[src/rtl/lru_pkg.sv]
package lru_pkg;

	// Frame store geometry
	localparam int FRAMES      = 8;
	localparam int PAGE_BITS   = 16;
	localparam int FRAME_W     = $clog2(FRAMES);
	localparam int RANK_W      = $clog2(FRAMES);
	localparam int FRAME_CNT_W = $clog2(FRAMES + 1);

	// Result field widths
	localparam int OUT_PAGE_W  = 16;
	localparam int FAULT_W     = 16;
	localparam int CFG_W       = 4;

	localparam logic [CFG_W-1:0]   CFG_RESET = CFG_W'(8);
	localparam logic [FAULT_W-1:0] FAULT_MAX = '1;

	typedef logic [PAGE_BITS-1:0] page_t;
	typedef logic [RANK_W-1:0]    rank_t;
	typedef logic [FRAME_W-1:0]   frame_idx_t;

endpackage

[src/rtl/lru_req_if.sv]
interface lru_req_if;
	logic        valid;
	logic        ready;
	logic [15:0] page_number;
	logic        last_reference;

	modport source (output valid, output page_number, output last_reference, input ready);
	modport sink   (input valid, input page_number, input last_reference, output ready);
endinterface

[src/rtl/lru_rsp_if.sv]
interface lru_rsp_if;
	logic        valid;
	logic        ready;
	logic        hit;
	logic [2:0]  frame_index;
	logic        evicted_valid;
	logic [15:0] evicted_page;
	logic [15:0] fault_total;
	logic        run_done;

	modport source (output valid, output hit, output frame_index, output evicted_valid,
		output evicted_page, output fault_total, output run_done, input ready);
	modport sink   (input valid, input hit, input frame_index, input evicted_valid,
		input evicted_page, input fault_total, input run_done, output ready);
endinterface

[src/rtl/lru_page_replacement_unit.sv]
// LRU page replacement unit. Each page reference beat on req yields one result beat on
// rsp: hit or miss, the frame that holds the page afterwards, the page evicted (if any)
// and the running fault count of the run. A miss fills the lowest empty frame among the
// first frames_in_use frames, else replaces the least recently used one of them. A beat
// with last_reference set closes the run: its result carries the final fault count and
// all frame state clears, while frames_in_use is kept. One reference is taken every
// cycle unless rsp.ready stalls the result; a beat passes an input register, then the
// frame lookup and recency update into the result register. frames_in_use of 0 acts
// as 1 and values above 8 act as 8; write it only while the unit is idle.
module lru_page_replacement_unit (
	input  logic        clk,
	input  logic        arst_n,
	input  logic        cfg_wr_en,
	input  logic [3:0]  cfg_wr_data,
	lru_req_if.sink     req,
	lru_rsp_if.source   rsp
);

	localparam int FR = lru_pkg::FRAMES;

	// Configuration
	logic [lru_pkg::CFG_W-1:0] frames_in_use_q;

	// Input stage
	logic                valid_s1;
	lru_pkg::page_t      page_s1;
	logic                last_s1;

	// Result stage
	logic                valid_s2;
	logic                hit_s2;
	logic [2:0]          frame_index_s2;
	logic                evicted_valid_s2;
	logic [15:0]         evicted_page_s2;
	logic [15:0]         fault_total_s2;
	logic                run_done_s2;

	// Frame state
	lru_pkg::page_t      frame_page_q  [FR];
	logic [FR-1:0]       frame_valid_q;
	lru_pkg::rank_t      recency_rank_q [FR];
	logic [lru_pkg::FAULT_W-1:0] fault_count_q;

	// Lookup results
	logic [lru_pkg::FRAME_CNT_W-1:0] n_eff;
	logic [FR-1:0]       hit_vec;
	logic [FR-1:0]       empty_vec;
	logic                any_hit;
	logic                any_empty;
	lru_pkg::frame_idx_t hit_idx;
	lru_pkg::frame_idx_t empty_idx;
	lru_pkg::frame_idx_t victim_idx;
	lru_pkg::rank_t      victim_rank;
	logic                victim_have;
	lru_pkg::frame_idx_t sel_idx;
	logic [lru_pkg::RANK_W:0] old_rank;
	lru_pkg::rank_t      rank_nxt [FR];
	logic [lru_pkg::FAULT_W-1:0] fault_nxt;

	logic advance;

	// Handshake: hold the result until taken; take a new beat only while the input stage is empty or advancing
	assign advance   = valid_s1 && (!valid_s2 || rsp.ready);
	assign req.ready = !valid_s1 || advance;

	// Clamp the frame count to one through FRAMES
	always_comb begin
		if (frames_in_use_q == '0) begin
			n_eff = lru_pkg::FRAME_CNT_W'(1);
		end else if (lru_pkg::FRAME_CNT_W'(frames_in_use_q) > lru_pkg::FRAME_CNT_W'(FR)) begin
			n_eff = lru_pkg::FRAME_CNT_W'(FR);
		end else begin
			n_eff = lru_pkg::FRAME_CNT_W'(frames_in_use_q);
		end
	end

	// Compare all frames in parallel; lowest index wins
	always_comb begin
		for (int i = 0; i < FR; i++) begin
			hit_vec[i]   = (lru_pkg::FRAME_CNT_W'(i) < n_eff) && frame_valid_q[i]
				&& (frame_page_q[i] == page_s1);
			empty_vec[i] = (lru_pkg::FRAME_CNT_W'(i) < n_eff) && !frame_valid_q[i];
		end
		any_hit   = |hit_vec;
		any_empty = |empty_vec;
		hit_idx   = '0;
		empty_idx = '0;
		for (int i = FR - 1; i >= 0; i--) begin
			if (hit_vec[i]) begin
				hit_idx = lru_pkg::FRAME_W'(i);
			end
			if (empty_vec[i]) begin
				empty_idx = lru_pkg::FRAME_W'(i);
			end
		end
	end

	// Pick the oldest frame among those taking part
	always_comb begin
		victim_idx  = '0;
		victim_rank = '0;
		victim_have = 1'b0;
		for (int i = 0; i < FR; i++) begin
			if ((lru_pkg::FRAME_CNT_W'(i) < n_eff) && frame_valid_q[i]
					&& (!victim_have || recency_rank_q[i] > victim_rank)) begin
				victim_idx  = lru_pkg::FRAME_W'(i);
				victim_rank = recency_rank_q[i];
				victim_have = 1'b1;
			end
		end
	end

	// Choose the frame and the rank it leaves behind
	always_comb begin
		if (any_hit) begin
			sel_idx  = hit_idx;
			old_rank = {1'b0, recency_rank_q[hit_idx]};
		end else if (any_empty) begin
			sel_idx  = empty_idx;
			old_rank = (lru_pkg::RANK_W+1)'(FR);
		end else begin
			sel_idx  = victim_idx;
			old_rank = {1'b0, victim_rank};
		end
	end

	// Age the frames that were more recent than the chosen one
	always_comb begin
		for (int i = 0; i < FR; i++) begin
			if (lru_pkg::FRAME_W'(i) == sel_idx) begin
				rank_nxt[i] = '0;
			end else if (frame_valid_q[i] && ({1'b0, recency_rank_q[i]} < old_rank)) begin
				rank_nxt[i] = recency_rank_q[i] + lru_pkg::RANK_W'(1);
			end else begin
				rank_nxt[i] = recency_rank_q[i];
			end
		end
	end

	// Count the fault, saturating
	always_comb begin
		if (!any_hit && fault_count_q != lru_pkg::FAULT_MAX) begin
			fault_nxt = fault_count_q + lru_pkg::FAULT_W'(1);
		end else begin
			fault_nxt = fault_count_q;
		end
	end

	// Configuration register
	always_ff @(posedge clk or negedge arst_n) begin
		if (!arst_n) begin
			frames_in_use_q <= lru_pkg::CFG_RESET;
		end else if (cfg_wr_en) begin
			frames_in_use_q <= cfg_wr_data;
		end
	end

	// Input stage control
	always_ff @(posedge clk or negedge arst_n) begin
		if (!arst_n) begin
			valid_s1 <= 1'b0;
		end else if (req.ready) begin
			valid_s1 <= req.valid;
		end
	end

	// Input stage payload
	always_ff @(posedge clk) begin
		if (req.valid && req.ready) begin
			page_s1 <= lru_pkg::PAGE_BITS'(req.page_number);
			last_s1 <= req.last_reference;
		end
	end

	// Result stage control
	always_ff @(posedge clk or negedge arst_n) begin
		if (!arst_n) begin
			valid_s2 <= 1'b0;
		end else if (advance) begin
			valid_s2 <= 1'b1;
		end else if (rsp.ready) begin
			valid_s2 <= 1'b0;
		end
	end

	// Result stage payload
	always_ff @(posedge clk) begin
		if (advance) begin
			hit_s2           <= any_hit;
			frame_index_s2   <= 3'(sel_idx);
			evicted_valid_s2 <= !any_hit && !any_empty;
			evicted_page_s2  <= (!any_hit && !any_empty)
				? 16'(frame_page_q[victim_idx]) : '0;
			fault_total_s2   <= 16'(fault_nxt);
			run_done_s2      <= last_s1;
		end
	end

	// Frame valid bits, ranks and fault count; clear at the end of a run
	always_ff @(posedge clk or negedge arst_n) begin
		if (!arst_n) begin
			frame_valid_q <= '0;
			fault_count_q <= '0;
			for (int i = 0; i < FR; i++) begin
				recency_rank_q[i] <= '0;
			end
		end else if (advance) begin
			if (last_s1) begin
				frame_valid_q <= '0;
				fault_count_q <= '0;
				for (int i = 0; i < FR; i++) begin
					recency_rank_q[i] <= '0;
				end
			end else begin
				frame_valid_q[sel_idx] <= 1'b1;
				fault_count_q          <= fault_nxt;
				for (int i = 0; i < FR; i++) begin
					recency_rank_q[i] <= rank_nxt[i];
				end
			end
		end
	end

	// Load the page into the chosen frame on a miss
	always_ff @(posedge clk) begin
		if (advance && !any_hit) begin
			frame_page_q[sel_idx] <= page_s1;
		end
	end

	// Drive the result channel
	assign rsp.valid         = valid_s2;
	assign rsp.hit           = hit_s2;
	assign rsp.frame_index   = frame_index_s2;
	assign rsp.evicted_valid = evicted_valid_s2;
	assign rsp.evicted_page  = evicted_page_s2;
	assign rsp.fault_total   = fault_total_s2;
	assign rsp.run_done      = run_done_s2;

endmodule
[src/flat_wrapper.sv]
// flat-port wrapper written by rule: the top's interface ports become plain ports
module lru_page_replacement_unit_flat 
  (clk, arst_n, cfg_wr_en, cfg_wr_data, req_valid, req_page_number, req_last_reference, req_ready, rsp_valid, rsp_hit, rsp_frame_index, rsp_evicted_valid, rsp_evicted_page, rsp_fault_total, rsp_run_done, rsp_ready);
  lru_req_if req_i ();
  lru_rsp_if rsp_i ();
  input  logic clk;
  input  logic arst_n;
  input  logic cfg_wr_en;
  input  logic [3:0] cfg_wr_data;
  input wire logic [$bits(req_i.valid)-1:0] req_valid;
  input wire logic [$bits(req_i.page_number)-1:0] req_page_number;
  input wire logic [$bits(req_i.last_reference)-1:0] req_last_reference;
  output wire logic [$bits(req_i.ready)-1:0] req_ready;
  output wire logic [$bits(rsp_i.valid)-1:0] rsp_valid;
  output wire logic [$bits(rsp_i.hit)-1:0] rsp_hit;
  output wire logic [$bits(rsp_i.frame_index)-1:0] rsp_frame_index;
  output wire logic [$bits(rsp_i.evicted_valid)-1:0] rsp_evicted_valid;
  output wire logic [$bits(rsp_i.evicted_page)-1:0] rsp_evicted_page;
  output wire logic [$bits(rsp_i.fault_total)-1:0] rsp_fault_total;
  output wire logic [$bits(rsp_i.run_done)-1:0] rsp_run_done;
  input wire logic [$bits(rsp_i.ready)-1:0] rsp_ready;
  assign req_i.valid = req_valid;
  assign req_i.page_number = req_page_number;
  assign req_i.last_reference = req_last_reference;
  assign req_ready = req_i.ready;
  assign rsp_valid = rsp_i.valid;
  assign rsp_hit = rsp_i.hit;
  assign rsp_frame_index = rsp_i.frame_index;
  assign rsp_evicted_valid = rsp_i.evicted_valid;
  assign rsp_evicted_page = rsp_i.evicted_page;
  assign rsp_fault_total = rsp_i.fault_total;
  assign rsp_run_done = rsp_i.run_done;
  assign rsp_i.ready = rsp_ready;
  lru_page_replacement_unit u_core (.clk(clk), .arst_n(arst_n), .cfg_wr_en(cfg_wr_en), .cfg_wr_data(cfg_wr_data), .req(req_i), .rsp(rsp_i));
endmodule
[config.mk]
export PLATFORM = sky130hd
export DESIGN_NAME = lru_page_replacement_unit_flat
export DESIGN_NICKNAME = d
export VERILOG_FILES = /design/src/rtl/lru_pkg.sv /design/src/rtl/lru_req_if.sv /design/src/rtl/lru_rsp_if.sv /design/src/rtl/lru_page_replacement_unit.sv /design/src/flat_wrapper.sv
export SDC_FILE = /design/constraint.sdc
export NUM_CORES = 1
export LEC_CHECK = 0
export ABC_CLOCK_PERIOD_IN_PS = 16500
export BUFFER_PORTS_ARGS = -buffer_cell sky130_fd_sc_hd__clkbuf_2
export CORE_MARGIN = 2
export CORE_UTILIZATION = 25
export DETAILED_ROUTE_END_ITERATION = 10
export HOLD_SLACK_MARGIN = 0.15
export PLACE_DENSITY = 0.42
export REMOVE_ABC_BUFFERS = 1
export SETUP_SLACK_MARGIN = 0.5
export SLEW_MARGIN = 40
export SYNTH_ARGS = -nofsm -noshare
export SYNTH_HDL_FRONTEND = slang
export SYNTH_SLANG_ARGS = --single-unit
export TNS_END_PERCENT = 30
[constraint.sdc]
create_clock -name clk -period 16.5 [get_ports clk]
set_input_delay 0.825 -clock clk [delete_from_list [all_inputs] [get_ports clk]]
set_output_delay 0.825 -clock clk [all_outputs]
set_load 0.01 [all_outputs]
* Yosys cells after proc, flatten, opt, wreduce, memory -nomap -nowiden
Memory sizes are Yosys's and may differ from the RTL's. A register that Yosys moved wholly into a read port is not among the register bits. Index checks and enable logic that the tools add are counted.
Storage, ports and cells: input bits 26, word-level logic and storage cells 243, bits in registers 93, bits in writable memories 128, memories 1
Operators by class: mux-type cells 73, bitwise gates (word level) 2, $lt $le $gt $ge 27, reduce and logical (&&, ||, !) cells 95, $add $sub $neg 9, equality and inequality tests 16
Memories:
- u_core.frame_page_q | depth 8, width 16, rd ports 9, clocked after Yosys merged registers in 1, wr ports 1, RTL line lru_page_replacement_unit.sv:39 | lru_pkg::page_t frame_page_q [FR];
Operators with widths (count):
- $mux W3 | 48
- $eq A16 B16 Y1 | 8
- $logic_and A1 B1 Y1 | 45
- $lt A3 B4 Y1 | 8
- $mux W16 | 2
- $add A3 B1 Y3 const B | 8
- $mux W24 | 1
- $reduce_bool A3 Y1 | 8
- $gt A3 B3 Y1 | 7
- $logic_not A1 Y1 | 20
- $add A16 B1 Y16 const B | 1
- $lt A3 B4 Y1 const A | 4
- $mux W4 | 4
- $ne A16 B16 Y1 const B | 1
- $reduce_and A2 Y1 | 8
- $reduce_or A8 Y1 | 2
- $mux W1 | 13
- $eq A3 B3 Y1 const A | 4
- $bmux W3 S3 | 1
- $logic_or A1 B1 Y1 | 9
- $lt A1 B4 Y1 const A | 2
- $lt A2 B4 Y1 const A | 2
- $mux W8 | 1
- $or A8 B8 Y8 | 1
- 12 further kinds | 14

* Depth between registers and ports, before layout
depth after elaboration 42, gate-level depth with buffers 60, mapped depth without buffers 59

* Least setup slack after synthesis
OpenSTA, ideal clock, no wires.
kind register to register, from register u_core.frame_valid_q[0], to memory u_core.frame_page_q[5][0] (netlist name) (enable), path slack 5.059 ns, buffers on the path 3, required time 16.091 ns, cell stages (with the launch flop) 55, data arrival time 11.032 ns, setup time 0.409 ns, cells stage by stage dfrtp_1 -> clkbuf_1 -> and2_1 -> inv_1 -> ha_1 -> nor2b_1 -> o21ai_0 -> a21o_1 -> mux2i_1 -> inv_1 -> ha_1 -> nand3_1 -> o21ai_0 -> o22ai_1 -> a221oi_1 -> or2_2 -> ha_1 -> a211o_1 -> [19 not listed] -> o211ai_1 -> o31ai_4 -> nor2_1 -> a21oi_1 -> ha_1 -> nor2b_1 -> o21a_1 -> o21ai_0 -> a21oi_1 -> nor2_2 -> a41oi_1 -> nor2_1 -> or2_1 -> inv_2 -> and2_1 -> clkbuf_1 -> inv_1 -> nor3_1
On the way: cells in the longest elaborated chain, start to end 32
RTL lines:
- start: declaration | RTL line lru_page_replacement_unit.sv:40 | logic [FR-1:0] frame_valid_q;
- start signal: assignment | RTL line lru_page_replacement_unit.sv:202 | frame_valid_q <= '0;
- start signal: assignment | RTL line lru_page_replacement_unit.sv:209 | frame_valid_q <= '0;
- start signal: indexed assignment | RTL line lru_page_replacement_unit.sv:215 | frame_valid_q[sel_idx] <= 1'b1;
- $logic_and A1 B1 Y1 | RTL line lru_page_replacement_unit.sv:80, lru_page_replacement_unit.sv:104
- $mux W3 or $mux W1 (tied branches) | RTL line lru_page_replacement_unit.sv:104 | if ((lru_pkg::FRAME_CNT_W'(i) < n_eff) && frame_valid_q[i]
- $gt A3 B3 Y1 or $logic_not A1 Y1 (tied branches) | RTL line lru_page_replacement_unit.sv:105 | && (!victim_have || recency_rank_q[i] > victim_rank)) begin
- $logic_or A1 B1 Y1 | RTL line lru_page_replacement_unit.sv:105
- $logic_and A1 B1 Y1 | RTL line lru_page_replacement_unit.sv:105
- $mux W3 or $mux W1 (tied branches) | RTL line lru_page_replacement_unit.sv:104
- $gt A3 B3 Y1 or $logic_not A1 Y1 (tied branches) | RTL line lru_page_replacement_unit.sv:105
- $logic_or A1 B1 Y1 | RTL line lru_page_replacement_unit.sv:105
- [17 not listed]
- $mux W3 or $mux W1 (tied branches) | RTL line lru_page_replacement_unit.sv:104
- $gt A3 B3 Y1 or $logic_not A1 Y1 (tied branches) | RTL line lru_page_replacement_unit.sv:105
- $logic_or A1 B1 Y1 | RTL line lru_page_replacement_unit.sv:105
- $logic_and A1 B1 Y1 | RTL line lru_page_replacement_unit.sv:105
- $mux W3 | RTL line lru_page_replacement_unit.sv:104
- $mux W3 | RTL line lru_page_replacement_unit.sv:118 | end else if (any_empty) begin
- $mux W3 * | RTL line lru_page_replacement_unit.sv:115 | if (any_hit) begin
- via u_core.sel_idx[2] | RTL line lru_page_replacement_unit.sv:55 | lru_pkg::frame_idx_t sel_idx;
- end: declaration | RTL line lru_page_replacement_unit.sv:39
The timed path passes the listed nets; every way through them passes the cells marked *.

* Final worst setup path
from register u_core.frame_valid_q[0], to register u_core.recency_rank_q[5] (netlist name)
RTL lines:
- $logic_and A1 B1 Y1 | RTL line lru_page_replacement_unit.sv:80, lru_page_replacement_unit.sv:104
- $mux W3 or $mux W1 (tied branches) | RTL line lru_page_replacement_unit.sv:104
- $gt A3 B3 Y1 or $logic_not A1 Y1 (tied branches) | RTL line lru_page_replacement_unit.sv:105
- $logic_or A1 B1 Y1 | RTL line lru_page_replacement_unit.sv:105
- $logic_and A1 B1 Y1 | RTL line lru_page_replacement_unit.sv:105
- $mux W3 or $mux W1 (tied branches) | RTL line lru_page_replacement_unit.sv:104
- $gt A3 B3 Y1 or $logic_not A1 Y1 (tied branches) | RTL line lru_page_replacement_unit.sv:105
- $logic_or A1 B1 Y1 | RTL line lru_page_replacement_unit.sv:105
- [20 not listed]
- $logic_and A1 B1 Y1 | RTL line lru_page_replacement_unit.sv:105
- $mux W3 | RTL line lru_page_replacement_unit.sv:104
- $mux W3 | RTL line lru_page_replacement_unit.sv:118
- $mux W3 * | RTL line lru_page_replacement_unit.sv:115
- via u_core.sel_idx[0] | RTL line lru_page_replacement_unit.sv:55
- $eq A3 B3 Y1 * | RTL line lru_page_replacement_unit.sv:130 | if (lru_pkg::FRAME_W'(i) == sel_idx) begin
- $reduce_bool A3 Y1 (no line) or $mux W3 (tied branches)
- $reduce_and A2 Y1 (no line) or $mux W24 (tied branches)
- end signal: indexed assignment | RTL line lru_page_replacement_unit.sv:218 | recency_rank_q[i] <= rank_nxt[i];
- end: declaration | RTL line lru_page_replacement_unit.sv:41 | lru_pkg::rank_t recency_rank_q [FR];
The timed path passes the listed nets; every way through them passes the cells marked *. The select of a mux whose other input is x is not followed. A chain may end at the register's enable or synchronous reset.

==> results.cfg <==
[routing]
avgRoutedWirePerCell_um = 21.1
drt_first_pass_iters = 5
viasPerCell = 4.97
drt_iter0_drc = 935
drc = 0
routed_wl_um = 45000
route.antenna.remaining_nets = 0
vias = 10600

[placed_design]
place_hpwl_um = 32500
dpl_cell_area_um2 = 15000
place_ws_ns = 3.50
globalplace.congestion = 0.855
portBuffers = 65
placed_cells_incl_taps = 2084

[worst_setup_path]
critical_path_required_ns = 17.00
r2r_start = u_core.frame_valid_q[0]$_DFFE_PN0P_
cpMaxStageDelayCell = dfrtp_1
r2r-end = u_core.recency_rank_q[5]$_DFFE_PN0P_
rr_worst_depth = 51
cp_max_fo = 65
worstSetupStartpointType = flip-flop
cpPeakStageDelay_ns = 0.71
path_delay_family = compound AO/OA/AOI/OAI gates
ff2ff_setup_slack_ns = 3.21
endpoint_kind = flip-flop
critPathBufInv = 4
crit_type = flip-flop to flip-flop
crit_arrival_ns = 13.80

[logic_synthesis]
synth_common_cells = edfxtp_1, nand2_1, xnor2_1, nor2_1, xor2_1
syn_inst = 1314
ys_types = 89
synth_top_area_frac = 0.396
avgSynthCellArea_um2 = 10.6
yosysMostFrequentCell = edfxtp_1
yosys-top-cells-area = edfxtp_1, dfrtp_1, xnor2_1
synth_edf_count = 183
ys_ff_latch = 237
synth_seq_area_share = 0.494
ys.flop_type = edfxtp_1
netlist_area_um2 = 13900
async_flop_share = 0.228
yosysTopAreaCell = edfxtp_1
synth_warnings = 0

[die]
die_y_um = 240
rows = 86
die_x_um = 240
start_util = 0.252
fp.dieArea_um2 = 57400
fp.coreArea_um2 = 55000
io_pins = 66

[hold_path]
hold_class = primary input to async pin

[cts]
cts_sinks = 237
postCtsSetupRepairBufs = 0
cts_tree = built
cts_resized = 0
cts_buffers = 27
clk_latency_ns = 0.58
ctsHoldBuffers = 0
h-tree-depth = 1
clock_tree.root_cell = clkbuf_16
clkTransAtPathRegs_ns = 0.06
cts_buffer_depth = 3

[timing]
period_needed_ns = 13.29
fmax_ghz = 0.0752
fin_hold_ws_ns = 0.329
slew_viol_final = 0
rsz0062_at_grt = no
fin_tns_setup_ns = 0
hold_viol_final = 0
worstMarginPinSlew_ns = 0.843
setup_slack_ns = 3.21
setup_viol = 0
clock_skew_ns = 0.0165
min_period_over_period = 0.806
slew_headroom = 0.438

[cells_and_area]
multi_input_area_um2 = 6590
n_antenna_cell = 0
final_cells = 2134
seq_area_um2 = 6850
finalInstanceArea_um2 = 15900
synthToLayoutAreaGrowth_pct = 14.5
final_core_util = 0.289
n_fill_cell = 5743
layout-drive-gt1-share = 0.131
final_nets = 1429

[grt]
grt_pass1_wl_um = 66800
grt_use_total = 0.155
antenna_found_initial = 0
grt_start_max_net_pins = 66
gr-total-overflow = 0
grt_pass1_vias = 10300

[power]
p_leak_nw = 5.55
totalPowerFinal_mw = 2.17
ir_worst_vdd_mv = 0.0914
pwr_density_cell_nw_per_um2 = 136

[run]
max_cap_viol_count = 0

[run_status]
outcome = complete, no violations
-- how the worst max path moves through the flow --
stage / startpoint / endpoint / slack (ns) / cells past startpoint
floorplan: u_core.frame_valid_q[0]$_DFFE_PN0P_ / u_core.frame_page_q[1][0]$_DFFE_PP_ / 1.81 / 50
global placement: u_core.frame_valid_q[0]$_DFFE_PN0P_ / u_core.frame_page_q[4][15]$_DFFE_PP_ / 3.57 / 52
detailed placement: u_core.frame_valid_q[0]$_DFFE_PN0P_ / u_core.frame_page_q[4][15]$_DFFE_PP_ / 3.50 / 52
CTS: u_core.frame_valid_q[0]$_DFFE_PN0P_ / u_core.frame_page_q[4][2]$_DFFE_PP_ / 3.35 / 52
global route: u_core.frame_valid_q[0]$_DFFE_PN0P_ / u_core.frame_page_q[0][2]$_DFFE_PP_ / 2.36 / 57
finish: u_core.frame_valid_q[0]$_DFFE_PN0P_ / u_core.recency_rank_q[5]$_DFFE_PN0P_ / 3.21 / 51
-- report_power, final --
group	switching, mW	internal [mW]
combinational	0.510	0.269
clock	0.256	0.334
sequential	0.0882	0.709
total	0.854	1.31
-- area by class of cell --
cell class,instances,share of cell area
clock buffer,36,0.0446
clock inverter,14,0.00858
inverter,49,0.0116
multi-input combinational,964,0.415
sequential,237,0.431
tap,748,0.0589
timing repair buffer,86,0.0306
-- per-layer routing --
| layer | GRT usage | vias up | wire, um |
|---|---|---|---|
| met4 | 0.0356 | 0 | 974 |
| met1 | 0.214 | 5310 | 20700 |
| li1 | - | 4989 | - |
| met3 | 0.0192 | 54 | 2030 |
| met5 | 0 | - | 0 |
| met2 | 0.258 | 261 | 21300 |
-- state kept, by name (all words and copies together) (netlist names), 3 cells and up --
| register | cells |
|---|---|
| u_core.rsp.fault_total | 16 |
| u_core.page_s1 | 16 |
| u_core.frame_page_q | 128 |
| u_core.frame_valid_q | 8 |
| u_core.rsp.evicted_page | 16 |
| u_core.recency_rank_q | 24 |
| u_core.fault_count_q | 16 |
| u_core.rsp.frame_index | 3 |
| u_core.frames_in_use_q | 4 |
-- worst reg2reg max path, delay by kind of cell (launching register included) --
family,cells,cell delay [ns]
AOI/OAI and AO/OA,26,6.68
adders and majority gates,7,2.06
buffers and inverters,4,0.99
DFF,1,0.71
muxes,2,0.65
and+or+nand+nor,12,2.10
-- cells in the final DEF, fill, tap and decap left out, types with 11 or more instances in the layout --
master	count
nand2b_1	12
a21oi_1	62
nor2_1	69
o21ai_1	12
ha_1	38
a311oi_1	16
o21a_1	17
and3_1	11
nor3_1	18
xor2_1	68
nand4_1	28
buf_4	20
clkbuf_16	27
a31oi_1	24
nand2_1	142
edfxtp_1	183
inv_1	47
dfrtp_1	53
clkbuf_2	65
mux2_2	13
and2_1	43
nor4_1	19
nor2b_1	12
xnor2_1	74
a211oi_1	36
o21ai_0	41
nand3_1	27
-- logic make-up after synthesis --
kind of cell | after synthesis | share of synthesized area
AO/OA/AOI/OAI | 306 | 0.155
XOR/XNOR | 142 | 0.0896
adder cells (fa/ha/maj) | 45 | 0.0398
buffers and inverters | 113 | 0.0359
flip-flops | 237 | 0.494
multiplexers | 20 | 0.0156
AND/OR/NAND/NOR | 451 | 0.170
Note: power is estimated with default switching activity, not from simulation.
